==> src/hdl/mcf_pkg.sv <==
// Shared types and constants for the message chunk framer.
// Used by mcf_ctrl, mcf_datapath and message_chunk_framer; depends on nothing.
`timescale 1ns / 1ps

package mcf_pkg;

  localparam int FRAME_BYTES = 13;
  localparam int HEAD_BYTES  = 3;

  localparam logic [3:0] FRAME_LAST_POS = 4'(FRAME_BYTES - 1);
  localparam logic [3:0] HEAD_LEN       = 4'(HEAD_BYTES);

  localparam logic [7:0] CHAR_SLASH = 8'h2F;  // '/'
  localparam logic [7:0] CHAR_CONT  = 8'h63;  // 'c'
  localparam logic [7:0] CHAR_SHORT = 8'h61;  // 'a'
  localparam logic [7:0] CHAR_END   = 8'h65;  // 'e', also the pad byte
  localparam logic [7:0] CHAR_ZERO  = 8'd48;  // '0'

  // Which frame the datapath is told to build.
  typedef enum logic [1:0] {
    KIND_CONT  = 2'd0,
    KIND_FINAL = 2'd1,
    KIND_EMPTY = 2'd2
  } frame_kind_t;

  typedef struct packed {
    logic        hold;      // capture the incoming data byte
    logic        start;     // begin a frame of the given kind
    frame_kind_t kind;
    logic        run_last;  // flag the frame's last byte as the item's last result
    logic        clr_fill;  // chunk has been handed to the frame builder
    logic        wr_byte;   // append the held byte to the chunk
  } mcf_cmd_t;

  typedef struct packed {
    logic fill_zero;
    logic fill_full;
    logic frame_done;  // thirteenth byte moved into the output register
  } mcf_status_t;

endpackage

==> src/hdl/mcf_datapath.sv <==
// Datapath of the message chunk framer: chunk buffer, fill count, frame
// builder and output register. Depends on mcf_pkg.
`timescale 1ns / 1ps

module mcf_datapath #(
  parameter int CHUNK_BYTES = 10
) (
  input  logic                clk,
  input  logic                rst_n,
  input  mcf_pkg::mcf_cmd_t   cmd,
  output mcf_pkg::mcf_status_t status,
  input  logic [7:0]          in_byte,
  input  logic                out_ready,
  output logic                out_valid,
  output logic [7:0]          out_byte,
  output logic                out_frame_end,
  output logic                out_run_last
);

  localparam int IDX_W = (CHUNK_BYTES > 1) ? $clog2(CHUNK_BYTES) : 1;
  localparam logic [3:0] CHUNK_FULL = 4'(CHUNK_BYTES);

  logic [7:0] store_r [CHUNK_BYTES];
  logic [3:0] fill_r;
  logic [7:0] hold_r;

  logic       busy_r;
  logic [3:0] pos_r;
  logic [7:0] code_r;
  logic [7:0] digit_r;
  logic [3:0] n_r;
  logic       rl_r;

  logic       out_valid_r;
  logic [7:0] out_byte_r;
  logic       out_end_r;
  logic       out_rl_r;

  logic       advance;
  logic       last_pos;
  logic [3:0] payload_idx;
  logic [7:0] byte_sel;
  logic [7:0] code_nxt;
  logic [7:0] digit_nxt;
  logic [3:0] n_nxt;

  assign advance     = busy_r & (~out_valid_r | out_ready);
  assign last_pos    = (pos_r == mcf_pkg::FRAME_LAST_POS);
  assign payload_idx = pos_r - mcf_pkg::HEAD_LEN;

  always_comb begin
    if (pos_r == 4'd0) begin
      byte_sel = mcf_pkg::CHAR_SLASH;
    end else if (pos_r == 4'd1) begin
      byte_sel = code_r;
    end else if (pos_r == 4'd2) begin
      byte_sel = digit_r;
    end else if (payload_idx < n_r) begin
      byte_sel = store_r[payload_idx[IDX_W-1:0]];
    end else begin
      byte_sel = mcf_pkg::CHAR_END;
    end
  end

  // Header and payload length of the frame about to start.
  always_comb begin
    case (cmd.kind)
      mcf_pkg::KIND_CONT: begin
        code_nxt  = mcf_pkg::CHAR_CONT;
        digit_nxt = mcf_pkg::CHAR_ZERO;
        n_nxt     = CHUNK_FULL;
      end
      mcf_pkg::KIND_FINAL: begin
        if (fill_r == CHUNK_FULL) begin
          code_nxt  = mcf_pkg::CHAR_END;
          digit_nxt = mcf_pkg::CHAR_ZERO;
          n_nxt     = CHUNK_FULL;
        end else begin
          code_nxt  = mcf_pkg::CHAR_SHORT;
          digit_nxt = mcf_pkg::CHAR_ZERO + {4'b0000, fill_r};
          n_nxt     = fill_r;
        end
      end
      default: begin
        code_nxt  = mcf_pkg::CHAR_SHORT;
        digit_nxt = mcf_pkg::CHAR_ZERO;
        n_nxt     = 4'd0;
      end
    endcase
  end

  always_ff @(posedge clk) begin
    if (!rst_n) begin
      fill_r      <= 4'd0;
      busy_r      <= 1'b0;
      pos_r       <= 4'd0;
      out_valid_r <= 1'b0;
    end else begin
      if (cmd.clr_fill) begin
        fill_r <= 4'd0;
      end else if (cmd.wr_byte) begin
        fill_r <= fill_r + 4'd1;
      end

      if (cmd.start) begin
        busy_r <= 1'b1;
        pos_r  <= 4'd0;
      end else if (advance) begin
        pos_r <= pos_r + 4'd1;
        if (last_pos) begin
          busy_r <= 1'b0;
        end
      end

      if (advance) begin
        out_valid_r <= 1'b1;
      end else if (out_ready) begin
        out_valid_r <= 1'b0;
      end
    end
  end

  always_ff @(posedge clk) begin
    if (cmd.hold) begin
      hold_r <= in_byte;
    end
    if (cmd.wr_byte) begin
      store_r[fill_r[IDX_W-1:0]] <= hold_r;
    end
    if (cmd.start) begin
      code_r  <= code_nxt;
      digit_r <= digit_nxt;
      n_r     <= n_nxt;
      rl_r    <= cmd.run_last;
    end
    if (advance) begin
      out_byte_r <= byte_sel;
      out_end_r  <= last_pos;
      out_rl_r   <= last_pos & rl_r;
    end
  end

  assign status.fill_zero  = (fill_r == 4'd0);
  assign status.fill_full  = (fill_r == CHUNK_FULL);
  assign status.frame_done = advance & last_pos;

  assign out_valid     = out_valid_r;
  assign out_byte      = out_byte_r;
  assign out_frame_end = out_end_r;
  assign out_run_last  = out_rl_r;

endmodule

==> src/hdl/mcf_ctrl.sv <==
// Controller of the message chunk framer: sequences the frames caused by
// one input item. Depends on mcf_pkg.
`timescale 1ns / 1ps

module mcf_ctrl (
  input  logic                 clk,
  input  logic                 rst_n,
  input  logic                 in_valid,
  input  logic                 in_last,
  input  logic                 in_empty,
  output logic                 in_ready,
  input  mcf_pkg::mcf_status_t status,
  output mcf_pkg::mcf_cmd_t    cmd
);

  localparam logic [2:0] S_IDLE    = 3'd0;
  localparam logic [2:0] S_A_RUN   = 3'd1;
  localparam logic [2:0] S_WRITE   = 3'd2;
  localparam logic [2:0] S_B_START = 3'd3;
  localparam logic [2:0] S_B_RUN   = 3'd4;

  logic [2:0] state_r;
  logic [2:0] state_nxt;
  logic       last_r;
  logic       empty_r;

  assign in_ready = (state_r == S_IDLE);

  always_comb begin
    cmd       = '0;
    cmd.kind  = mcf_pkg::KIND_EMPTY;
    state_nxt = state_r;
    case (state_r)
      S_IDLE: begin
        if (in_valid) begin
          cmd.hold = 1'b1;
          if (in_empty) begin
            if (!status.fill_zero) begin
              // Close the pending bytes as their message's final chunk first.
              cmd.start    = 1'b1;
              cmd.kind     = mcf_pkg::KIND_FINAL;
              cmd.clr_fill = 1'b1;
              state_nxt    = S_A_RUN;
            end else begin
              state_nxt = S_B_START;
            end
          end else if (status.fill_full) begin
            // More data follows the full chunk, so it goes out as a continuation.
            cmd.start    = 1'b1;
            cmd.kind     = mcf_pkg::KIND_CONT;
            cmd.run_last = ~in_last;
            cmd.clr_fill = 1'b1;
            state_nxt    = S_A_RUN;
          end else begin
            state_nxt = S_WRITE;
          end
        end
      end
      S_A_RUN: begin
        if (status.frame_done) begin
          state_nxt = empty_r ? S_B_START : S_WRITE;
        end
      end
      S_WRITE: begin
        cmd.wr_byte = 1'b1;
        state_nxt   = last_r ? S_B_START : S_IDLE;
      end
      S_B_START: begin
        cmd.start    = 1'b1;
        cmd.kind     = empty_r ? mcf_pkg::KIND_EMPTY : mcf_pkg::KIND_FINAL;
        cmd.run_last = 1'b1;
        cmd.clr_fill = 1'b1;
        state_nxt    = S_B_RUN;
      end
      S_B_RUN: begin
        if (status.frame_done) begin
          state_nxt = S_IDLE;
        end
      end
      default: begin
        state_nxt = S_IDLE;
      end
    endcase
  end

  always_ff @(posedge clk) begin
    if (!rst_n) begin
      state_r <= S_IDLE;
      last_r  <= 1'b0;
      empty_r <= 1'b0;
    end else begin
      state_r <= state_nxt;
      if (in_valid && in_ready) begin
        last_r  <= in_last;
        empty_r <= in_empty;
      end
    end
  end

endmodule

==> src/hdl/message_chunk_framer.sv <==
// Top level of the message chunk framer: joins the controller and datapath.
// Depends on mcf_pkg, mcf_ctrl and mcf_datapath.
`timescale 1ns / 1ps

// The framer takes a message one byte per item and emits it as 13-byte frames,
// one frame byte per output item. Each frame is '/', a code byte, a digit byte
// and a 10-byte payload area. A chunk of CHUNK_BYTES bytes that is followed by
// more data goes out as '/','c','0'; a final full chunk as '/','e','0'; a
// shorter final chunk of k bytes, and an empty message, as '/','a','0'+k.
// Payload positions past the chunk bytes hold 'e'. A full chunk is held until
// the next item shows whether the message goes on. An item with empty_message
// set first closes any pending bytes as a final frame, then sends the empty
// frame. An item that only buffers its byte passes through S_WRITE. Every
// frame goes out one byte per cycle from the single frame builder while the
// output side does not stall; a final frame after a last byte is set up in
// its own state first. At most two frames (26 items) follow one input
// item, and the next item is taken once the frame builder has moved the last
// byte into the output register, even if that byte is still waiting there.
module message_chunk_framer #(
  parameter int CHUNK_BYTES = 10
) (
  input  logic       clk,
  input  logic       rst_n,

  input  logic       in_tvalid,
  output logic       in_tready,
  input  logic [7:0] in_tdata,   // [7:0] data_byte
  input  logic       in_tlast,   // last
  input  logic       in_tuser,   // [0] empty_message

  output logic       out_tvalid,
  input  logic       out_tready,
  output logic [7:0] out_tdata,  // [7:0] frame_byte
  output logic       out_tlast,  // frame_end
  output logic       out_tuser   // [0] run_last
);

  mcf_pkg::mcf_cmd_t    cmd;
  mcf_pkg::mcf_status_t status;

  // The controller decides, per item, which frames go out and when the byte
  // is appended; the datapath owns all storage and the output register.
  mcf_ctrl u_ctrl (
    .clk      (clk),
    .rst_n    (rst_n),
    .in_valid (in_tvalid),
    .in_last  (in_tlast),
    .in_empty (in_tuser),
    .in_ready (in_tready),
    .status   (status),
    .cmd      (cmd)
  );

  mcf_datapath #(
    .CHUNK_BYTES (CHUNK_BYTES)
  ) u_datapath (
    .clk           (clk),
    .rst_n         (rst_n),
    .cmd           (cmd),
    .status        (status),
    .in_byte       (in_tdata),
    .out_ready     (out_tready),
    .out_valid     (out_tvalid),
    .out_byte      (out_tdata),
    .out_frame_end (out_tlast),
    .out_run_last  (out_tuser)
  );

endmodule

==> config.mk <==
export PLATFORM = sky130hd
export DESIGN_NAME = message_chunk_framer
export DESIGN_NICKNAME = d
export VERILOG_FILES = /design/src/hdl/mcf_pkg.sv /design/src/hdl/mcf_datapath.sv /design/src/hdl/mcf_ctrl.sv /design/src/hdl/message_chunk_framer.sv
export SDC_FILE = /design/constraint.sdc
export NUM_CORES = 1
export LEC_CHECK = 0
export ABC_AREA = 1
export BUFFER_PORTS_ARGS = -buffer_cell sky130_fd_sc_hd__buf_4
export CORE_UTILIZATION = 40
export CTS_CLUSTER_SIZE = 16
export DETAILED_ROUTE_END_ITERATION = 6
export GPL_TIMING_DRIVEN = 1
export HOLD_SLACK_MARGIN = 0.15
export PLACE_DENSITY = 0.53
export SETUP_SLACK_MARGIN = 0.15
export SLEW_MARGIN = 30
export SYNTH_ARGS = -nofsm -noshare
export SYNTH_HDL_FRONTEND = slang
export SYNTH_SLANG_ARGS = --single-unit
==> constraint.sdc <==
create_clock -name clk -period 2.8 [get_ports clk]
set_clock_uncertainty 0.05 [all_clocks]
set_input_delay 0.14 -clock clk [delete_from_list [all_inputs] [get_ports clk]]
set_output_delay 0.14 -clock clk [all_outputs]
set_load 0.05 [all_outputs]
==> results of run 1 <==
==> registers in the layout, indices dropped and copies added (netlist names), 3 cells and up <==
register	cells
u_datapath.pos_r	4
u_datapath.n_r	4
u_ctrl.state_r	3
u_datapath.store_r	80
u_datapath.digit_r	4
u_datapath.out_byte	8
u_datapath.hold_r	8
u_datapath.fill_r	4
==> synth_stat cells <==
cell	instances
o21ai_2	2
nand3_1	49
o21a_1	1
xor2_1	4
nor2_1	54
dfxtp_1	15
nor3_1	9
inv_1	45
a21oi_1	17
nand4_1	1
clkbuf_1	5
nand2_2	1
a211oi_1	1
o21ai_0	20
xnor2_1	1
edfxtp_1	109
nand2_1	123
buf_2	9
a31oi_1	1
o22ai_1	2
clkinv_1	1
o211ai_1	4
ha_1	11
or2_2	2
==> metal layers <==
layer	GRT usage (%)	share of wire, %
met1	26.3	47
met2	30.2	46
met3	5.50	6.3
met4	7.69	0.56
met5	0	0
==> worst min-delay path by stage <==
stage,from,cells past startpoint,end
final,in_tdata[3],2,u_datapath.hold_r[3]
after global routing,in_tdata[2],2,u_datapath.hold_r[2]
after CTS,in_tdata[1],2,u_datapath.hold_r[1]
after detailed placement,in_tdata[4],1,u_datapath.hold_r[4]
after global placement,in_tdata[2],1,u_datapath.hold_r[2]
after floorplan,in_tdata[0],0,u_datapath.hold_r[0]
==> timing repair <==
item / in CTS / in global routing
resized for setup: 0 / 0
endpoints found under the hold margin: 24 / 0
hold buffers: 16 / 0
setup buffers: 0 / 0
==> where the power goes <==
group	internal (mW)	leakage, nW	switching (mW)	total (mW)
sequential	2.27	1.10	0.137	2.41
combinational	0.297	1.10	0.656	0.953
clock	1.28	0.268	0.728	2.01
==> cells by family (layout without fill, tap and decap cells) <==
kind of cell,Yosys count,count (layout)
AO/OA/AOI/OAI,48,48
adder cells (fa/ha/maj),11,11
XOR/XNOR,5,5
buffers and inverters,60,137
AND/OR/NAND/NOR,239,239
flip-flops,124,124
==> worst max-delay path, cell delays in order (launching register included) <==
cell and delay [ns]:
dfxtp_1 0.33, nor2_1 0.14, nand2_1 0.11, inv_1 0.11, nand2_1 0.16, o21ai_0 0.17
dlygate4sd3_1 0.57, a21oi_1 0.04, dlygate4sd3_1 0.55
==> area by class of cell <==
cell class / instances / area [um^2]
clock inverters: 10 / 101
clock buffers: 20 / 437
well taps: 172 / 215
multi-input cells: 303 / 1430
inverters: 46 / 173
fillers: 1175 / 6250
repair buffers: 61 / 498
flip-flops and latches: 124 / 3570
==> results.py, run 1 <==
metrics = {
    "placement": {
        "numPlacedInstances": 690,
        "placed_area_um2": 5730,
        "pre_cts_ws_ns": 0.529,
        "gp_congestion": 0.838,
        "dp_hpwl_um": 8070,
        "port_buffers": 25,
    },
    "setup_path": {
        "critical_path.max_fanout": 6,
        "reg2reg_slack_ns": 0.46,
        "crit_arrival_ns": 2.58,
        "cp.required_ns": 3.04,
        "cp-startpoint": "u_ctrl.state_r[0]",
        "path_class": "flop to flop",
        "r2r_cells": 8,
        "end_kind": "flop",
        "cp-start-kind": "flop",
        "r2r_end": "u_ctrl.empty_r",
        "r2r-start": "u_ctrl.state_r[0]",
        "crit_path_end": "u_ctrl.empty_r",
    },
    "timing": {
        "finalCritPeriodShare_pct": 83.5,
        "clock.fmax_ghz": 0.428,
        "drv_slew": 0,
        "hold_viol_final": 0,
        "relSlewSlack_pct": 62.4,
        "tightest_slew_ns": 0.564,
        "hold_ws_ns": 0.402,
        "period_needed_ns": 2.34,
        "setup_slack_ns": 0.463,
        "setup_viol": 0,
        "grt_setup_unrepaired": "false",
        "setup_tns_ns": 0,
    },
    "job": {
        "drv_cap": 0,
    },
    "layout": {
        "nets": 578,
        "finalInstanceArea_um2": 6420,
        "area_delta_synth_final_pct": 22.7,
        "finish.utilization_pct": 50.7,
        "fin_cells": 736,
        "diodes": 0,
        "layout_common_cells": "123 x nand2_1, 109 x edfxtp_1, 54 x nor2_1, 49 x nand3_1",
        "drive_gt1_share_pct": 13.3,
        "layout_commonest_cell": "nand2_1",
    },
    "synthesis": {
        "synth_compound_area_share_pct": 5.09,
        "postSynthNetCount": 512,
        "yosysSeqAreaShare_pct": 68.2,
        "yosys_register_bits": 124,
        "synth.mux.area_fraction_pct": 0,
        "yosysUniqueCellTypes": 24,
        "synthTopCellsByArea": "edfxtp_1 62%, nand2_1 8.8%, dfxtp_1 5.7%",
        "synth_top_area_share_pct": 62.5,
        "synth_top_area_cell": "edfxtp_1",
        "synth_top_family_by_area": "simple AND/OR/NAND/NOR gates",
        "yosysWarningCount": 0,
        "syn_area_um2": 5240,
        "syn_inst": 487,
        "synth_xor_area_share_pct": 0.836,
        "synthSimpleGateAreaFrac_pct": 18.7,
        "postSynthAreaPerCell_um2": 10.8,
        "synth-adder-area-share_pct": 2.63,
    },
    "die": {
        "die_w_um": 116,
        "rows": 41,
        "dieArea_um2": 13600,
        "initial_utilization_pct": 41.3,
        "die_height_um": 116,
        "io_pins": 26,
        "coreArea_um2": 12700,
    },
    "global_routing": {
        "grt_start_max_net_pins": 43,
        "grt_pass1_wl_um": 18800,
        "track_usage_pct": 19.6,
        "grt_overflow": 0,
        "grt_pass1_vias": 3447,
        "antenna_found_initial": 0,
    },
    "routing": {
        "drcViolationCount": 0,
        "viasPerCell": 4.76,
        "wl_per_cell_um": 16.3,
        "wirelength_um": 12000,
        "via_count": 3507,
        "drt_first_pass_iters": 4,
        "antenna_left": 0,
        "drt_iter0_drc": 227,
    },
    "power_and_ir_drop": {
        "p_leak_nw": 2.47,
        "powerDensity_nw_per_um2": 836,
        "total_power_mw": 5.37,
        "ir_worst_vdd_mv": 0.513,
    },
    "clocking": {
        "cts_tree": "done",
        "cts.sinks": 124,
        "clk_pin_slew_ns": 0.05,
        "clockRootBuffer": "clkbuf_16",
        "numCtsBuffers": 17,
        "htreeDepth": 4,
        "cts_max_path_buffers": 2,
        "clock_latency_ns": 0.41,
    },
    "run_status": {
        "status": "complete, no violations",
    },
    "worst_hold_path": {
        "hold_class": "input port to flop",
    },
}
No activity file was read; power rests on OpenSTA's default activity.
==> run 2, diff against run 1 <==
- clock period: 2.8 -> 2.4 ns (I/O delays scaled with it)
==> run 2 against run 1 <==
  * Combinational power increased by 21%
  * Largest power group unchanged
  * Maximum frequency increased by 11%
  * Clock power increased by 17%
  * Final cell count increased by 0.27%
  * Critical path type unchanged
  * Total power increased by 18%
  * Sequential power increased by 17%
  * Register-to-register slack got worse by 0.17 ns
  * Die area unchanged
  * Non-clock buffer count increased by 3
  * Sequential share of layout area decreased by 0.50 points
  * Design area increased by 1.0%
==> results.py, run 2 (synthesis gave the netlist of run 1 again) <==
metrics = {
    "run_status": {
        "status": "complete, no violations",
    },
    "global_routing": {
        "grt_util_met3_pct": 5.86,
        "track_usage_pct": 19.0,
        "grt_pass1_vias": 3419,
        "grt_start_max_net_pins": 27,
        "met2_usage_pct": 28.4,
        "antenna_found_initial": 0,
        "grt_overflow": 0,
        "gr-usage-met1_pct": 25.8,
        "busiest_layer": "met2",
        "grt_pass1_wl_um": 18100,
    },
    "routing": {
        "wl_per_cell_um": 15.6,
        "viasPerCell": 4.84,
        "antenna_left": 0,
        "wirelength_um": 11500,
        "drcViolationCount": 0,
        "via_count": 3569,
        "drt_iter0_drc": 194,
        "drt_first_pass_iters": 4,
    },
    "setup_path": {
        "path_class": "flop to flop",
        "cp_common_cell": "nand2_1",
        "cp-start-kind": "flop",
        "crit_family": "simple AND/OR/NAND/NOR gates",
        "cp.required_ns": 2.51,
        "crit_chain": "clkinv_1 > ha_4 > ha_1 > nand2_1 > nand2_1 > nand2_1 > nand2_1 > nor2_1 > nand2_1 > nand2_1 > a21oi_1",
        "slowest_stage": "dfxtp_2",
        "crit_path_max_incr_delay_ns": 0.39,
        "critical_path.max_fanout": 6,
        "end_kind": "flop",
        "crit_arrival_ns": 2.22,
        "critPathBufInv": 1,
    },
    "timing": {
        "period_needed_ns": 2.10,
        "hold_ws_ns": 0.375,
        "setup_tns_ns": 0,
        "drv_slew": 0,
        "hold_viol_final": 0,
        "setup_slack_ns": 0.297,
        "grt_setup_unrepaired": "false",
        "clock.fmax_ghz": 0.475,
        "tightest_slew_ns": 0.563,
        "relSlewSlack_pct": 62.4,
        "setup_viol": 0,
        "finalCritPeriodShare_pct": 87.6,
    },
    "placement": {
        "numPlacedInstances": 694,
        "gp_congestion": 0.843,
        "placed_area_um2": 5780,
        "dp_hpwl_um": 7760,
        "port_buffers": 25,
        "pre_cts_ws_ns": 0.164,
    },
    "clocking": {
        "clockRootBuffer": "clkbuf_16",
        "clock_latency_ns": 0.42,
        "htreeDepth": 4,
        "cts_setup_buffers": 0,
        "clk_pin_slew_ns": 0.05,
        "cts_max_path_buffers": 2,
        "cts_tree": "done",
        "cts.sinks": 124,
        "numCtsBuffers": 17,
    },
    "layout": {
        "diodes": 0,
        "multi_input_area_um2": 1460,
        "largest_reg_flops": 80,
        "regArea_um2": 3580,
        "nets": 581,
        "finish.utilization_pct": 51.2,
        "fin_cells": 738,
        "fillers": 1160,
        "area_delta_synth_final_pct": 23.9,
        "finalInstanceArea_um2": 6490,
        "layout_common_cells": "122 x nand2_1, 109 x edfxtp_1, 54 x nor2_1, 48 x nand3_1, 48 x buf_4",
        "drive_gt1_share_pct": 15.2,
        "layout_commonest_cell": "nand2_1",
    },
    "job": {
        "drv_cap": 0,
    },
    "power_and_ir_drop": {
        "p_leak_nw": 2.48,
        "powerDensity_nw_per_um2": 973,
        "total_power_mw": 6.32,
        "ir_worst_vdd_mv": 0.564,
    },
    "die": {
        "dieArea_um2": 13600,
        "initial_utilization_pct": 41.3,
        "die_w_um": 116,
        "die_height_um": 116,
        "io_pins": 26,
        "rows": 41,
        "coreArea_um2": 12700,
    },
    "worst_hold_path": {
        "hold_class": "input port to flop",
    },
}
run 2: cell types whose count changed in the layout (fill, tap and decap cells not counted), sizes merged:
cell | previous run | this run
clkinvlp | 0 | 2
dlygate4sd3 | 16 | 15
clkbuf | 20 | 19
buf | 45 | 49
clkinv | 9 | 7
run 2: area by class of cell:
cell class	instances	area share, %
multi-input cells	303	22.5
flip-flops and latches	124	55.1
repair buffers	64	8.17
well taps	172	3.32
inverters	46	2.66
clock buffers	19	6.67
clock inverters	10	1.58
run 2: worst paths after layout:
path                  startpoint                endpoint  slack (ns)  depth (start not counted)
max          u_datapath.pos_r[0]  u_datapath.out_byte[6]        0.30                         11
min                  in_tdata[5]    u_datapath.hold_r[5]        0.37                          2
max reg2reg  u_datapath.pos_r[0]  u_datapath.out_byte[6]        0.30                         11
min reg2reg    u_datapath.busy_r       u_datapath.busy_r        0.42                          2
run 2: per-layer routing:
layer  wire (um)  share of wire, %
met1        5610                49
met2        5330                46
met3         398               3.4
met4         206               1.8
met5           0                 0
run 2: repair_timing:
item                       CTS  global route
hold buffers                15             0
setup endpoints to repair    2             8
gates resized for setup      1             6
hold endpoints to repair    24             0
run 2: power breakdown:
part | leakage (nW) | switching [mW] | internal (mW)
clock network | 0.259 | 0.864 | 1.49
registers | 1.10 | 0.160 | 2.65
logic | 1.12 | 0.779 | 0.374
total | 2.48 | 1.80 | 4.51
==> run 3, diff against run 2 <==
- CELL_PAD_IN_SITES_DETAIL_PLACEMENT: default -> 0
- CELL_PAD_IN_SITES_GLOBAL_PLACEMENT: default -> 1
- CORE_UTILIZATION: 40 -> 44
- PLACE_DENSITY: 0.53 -> 0.69
==> run 3 against run 2 <==
  * The run now ends with design-rule violations left
  * Via count decreased by 0.90%
  * Critical path depth decreased by 2
  * First-iteration DRC count increased by 49%
  * Clock-buffer cell count decreased by 1
  * Largest power group unchanged
  * Highest routed layer unchanged
==> results.py, run 3 (synthesis gave the netlist of run 1 again) <==
metrics = {
    "global_routing": {
        "track_usage_pct": 20.2,
        "antenna_found_initial": 0,
        "grt_pass1_wl_um": 18500,
        "grt_start_max_net_pins": 43,
        "grt_pass1_vias": 3544,
        "grt_overflow": 0,
    },
    "clocking": {
        "cts_tree": "done",
        "clock_latency_ns": 0.41,
        "cts.sinks": 124,
        "cts_max_path_buffers": 2,
        "numCtsBuffers": 17,
        "htreeDepth": 4,
        "clockRootBuffer": "clkbuf_16",
        "clk_pin_slew_ns": 0.06,
    },
    "power_and_ir_drop": {
        "total_power_mw": 6.21,
        "powerDensity_nw_per_um2": 970,
        "p_leak_nw": 2.44,
        "ir_worst_vdd_mv": 0.550,
    },
    "timing": {
        "clock.fmax_ghz": 0.491,
        "hold_ws_ns": 0.375,
        "period_needed_ns": 2.04,
        "finalCritPeriodShare_pct": 84.8,
        "setup_viol": 0,
        "tightest_slew_ns": 0.542,
        "drv_slew": 0,
        "setup_tns_ns": 0,
        "hold_viol_final": 0,
        "relSlewSlack_pct": 63.8,
        "grt_setup_unrepaired": "false",
    },
    "layout": {
        "diodes": 0,
        "layout_commonest_cell": "nand2_1",
        "drive_gt1_share_pct": 14.4,
        "nets": 576,
        "layout_common_cells": "123 x nand2_1, 109 x edfxtp_1, 54 x nor2_1, 48 x nand3_1, 44 x inv_1",
        "fillers": 999,
        "largest_reg_flops": 80,
        "area_delta_synth_final_pct": 22.1,
    },
    "routing": {
        "wirelength_um": 11200,
        "wl_per_cell_um": 15.8,
        "drt_iter0_drc": 290,
        "antenna_left": 0,
        "drt_first_pass_iters": 6,
        "drcViolationCount": 2,
        "via_count": 3537,
        "viasPerCell": 5.00,
    },
    "setup_path": {
        "reg2reg_slack_ns": 0.36,
        "cp-start-kind": "flop",
        "critical_path.max_fanout": 21,
        "end_kind": "flop",
        "crit_arrival_ns": 2.27,
        "path_class": "flop to flop",
        "cp.required_ns": 2.63,
    },
    "die": {
        "rows": 39,
        "die_height_um": 111,
        "dieArea_um2": 12300,
        "io_pins": 26,
        "initial_utilization_pct": 45.5,
        "coreArea_um2": 11500,
        "die_w_um": 111,
    },
    "job": {
        "drv_cap": 0,
    },
    "placement": {
        "port_buffers": 25,
        "dp_hpwl_um": 7550,
        "gp_congestion": 0.822,
    },
    "run_status": {
        "status": "finished with violations",
        "violations": "design-rule violations",
    },
    "worst_hold_path": {
        "hold_class": "input port to flop",
    },
}
-- run 3: cell types whose count changed in the layout (fill, tap and decap cells not counted), sizes merged --
cell / change
buf: -6
clkinvlp: +5
bufinv: -1
clkbuf: -1
clkinv: +1
dlygate4sd3: +1
inv: -1
-- run 3: report_power, final --
part           total, mW  internal, mW  switching (mW)
sequential          2.80          2.65           0.149
clock               2.29          1.40           0.894
combinational       1.12         0.351           0.769
-- run 3: critical path, stage by stage (launching register included) --
cell and delay (ns):
dfxtp_2 0.37, clkinv_1 0.13, ha_4 0.32, buf_4 0.27, o21ai_0 0.15, o22ai_1 0.22, nand2_1 0.10, nand3_1 0.14
nand2_1 0.07, nor2_1 0.08
-- run 3: stage by stage --
| step | cell area (um^2) | util, % | std cells | setup slack (ns) |
|---|---|---|---|---|
| after floorplan | 5250 | - | 487 | 0.223 |
| after global placement | 5690 | 49.4 | 659 | 0.324 |
| after detailed placement | 5690 | 49.4 | 659 | 0.256 |
| after global routing | 6400 | 55.6 | 707 | 0.161 |
| final | 6400 | 55.6 | 707 | 0.365 |
| after CTS | 6380 | 55.4 | 707 | 0.238 |
-- run 3: cell type report --
type	instances	area (um^2)	area share, %
flip-flops and latches	124	3580	55.9
repair buffers	59	483	7.55
clock buffers	18	429	6.71
inverters	46	176	2.76
clock inverters	14	105	1.64
well taps	143	179	2.80
multi-input cells	303	1450	22.6
-- run 3: worst paths after layout --
| check | from | end | cells after the start |
|---|---|---|---|
| max | u_datapath.pos_r[0] | u_datapath.out_byte[7] | 9 |
| min | in_tdata[6] | u_datapath.hold_r[6] | 2 |
| max reg2reg | u_datapath.pos_r[0] | u_datapath.out_byte[7] | 9 |
| min reg2reg | u_datapath.busy_r | u_datapath.busy_r | 2 |
-- run 3: per-layer routing --
layer	track usage, %	routed length (um)	vias to the layer above
met5	0	0	-
met4	7.84	149	0
met3	5.08	324	11
met2	31.7	5370	51
met1	27.0	5310	1697
li1	-	-	1778
-- run 3: timing repair --
action	in CTS	in global routing
hold buffers	16	0
endpoints found under the hold margin	24	0
endpoints found under the setup margin	0	7
buffers inserted	0	0
gates resized for setup	0	5
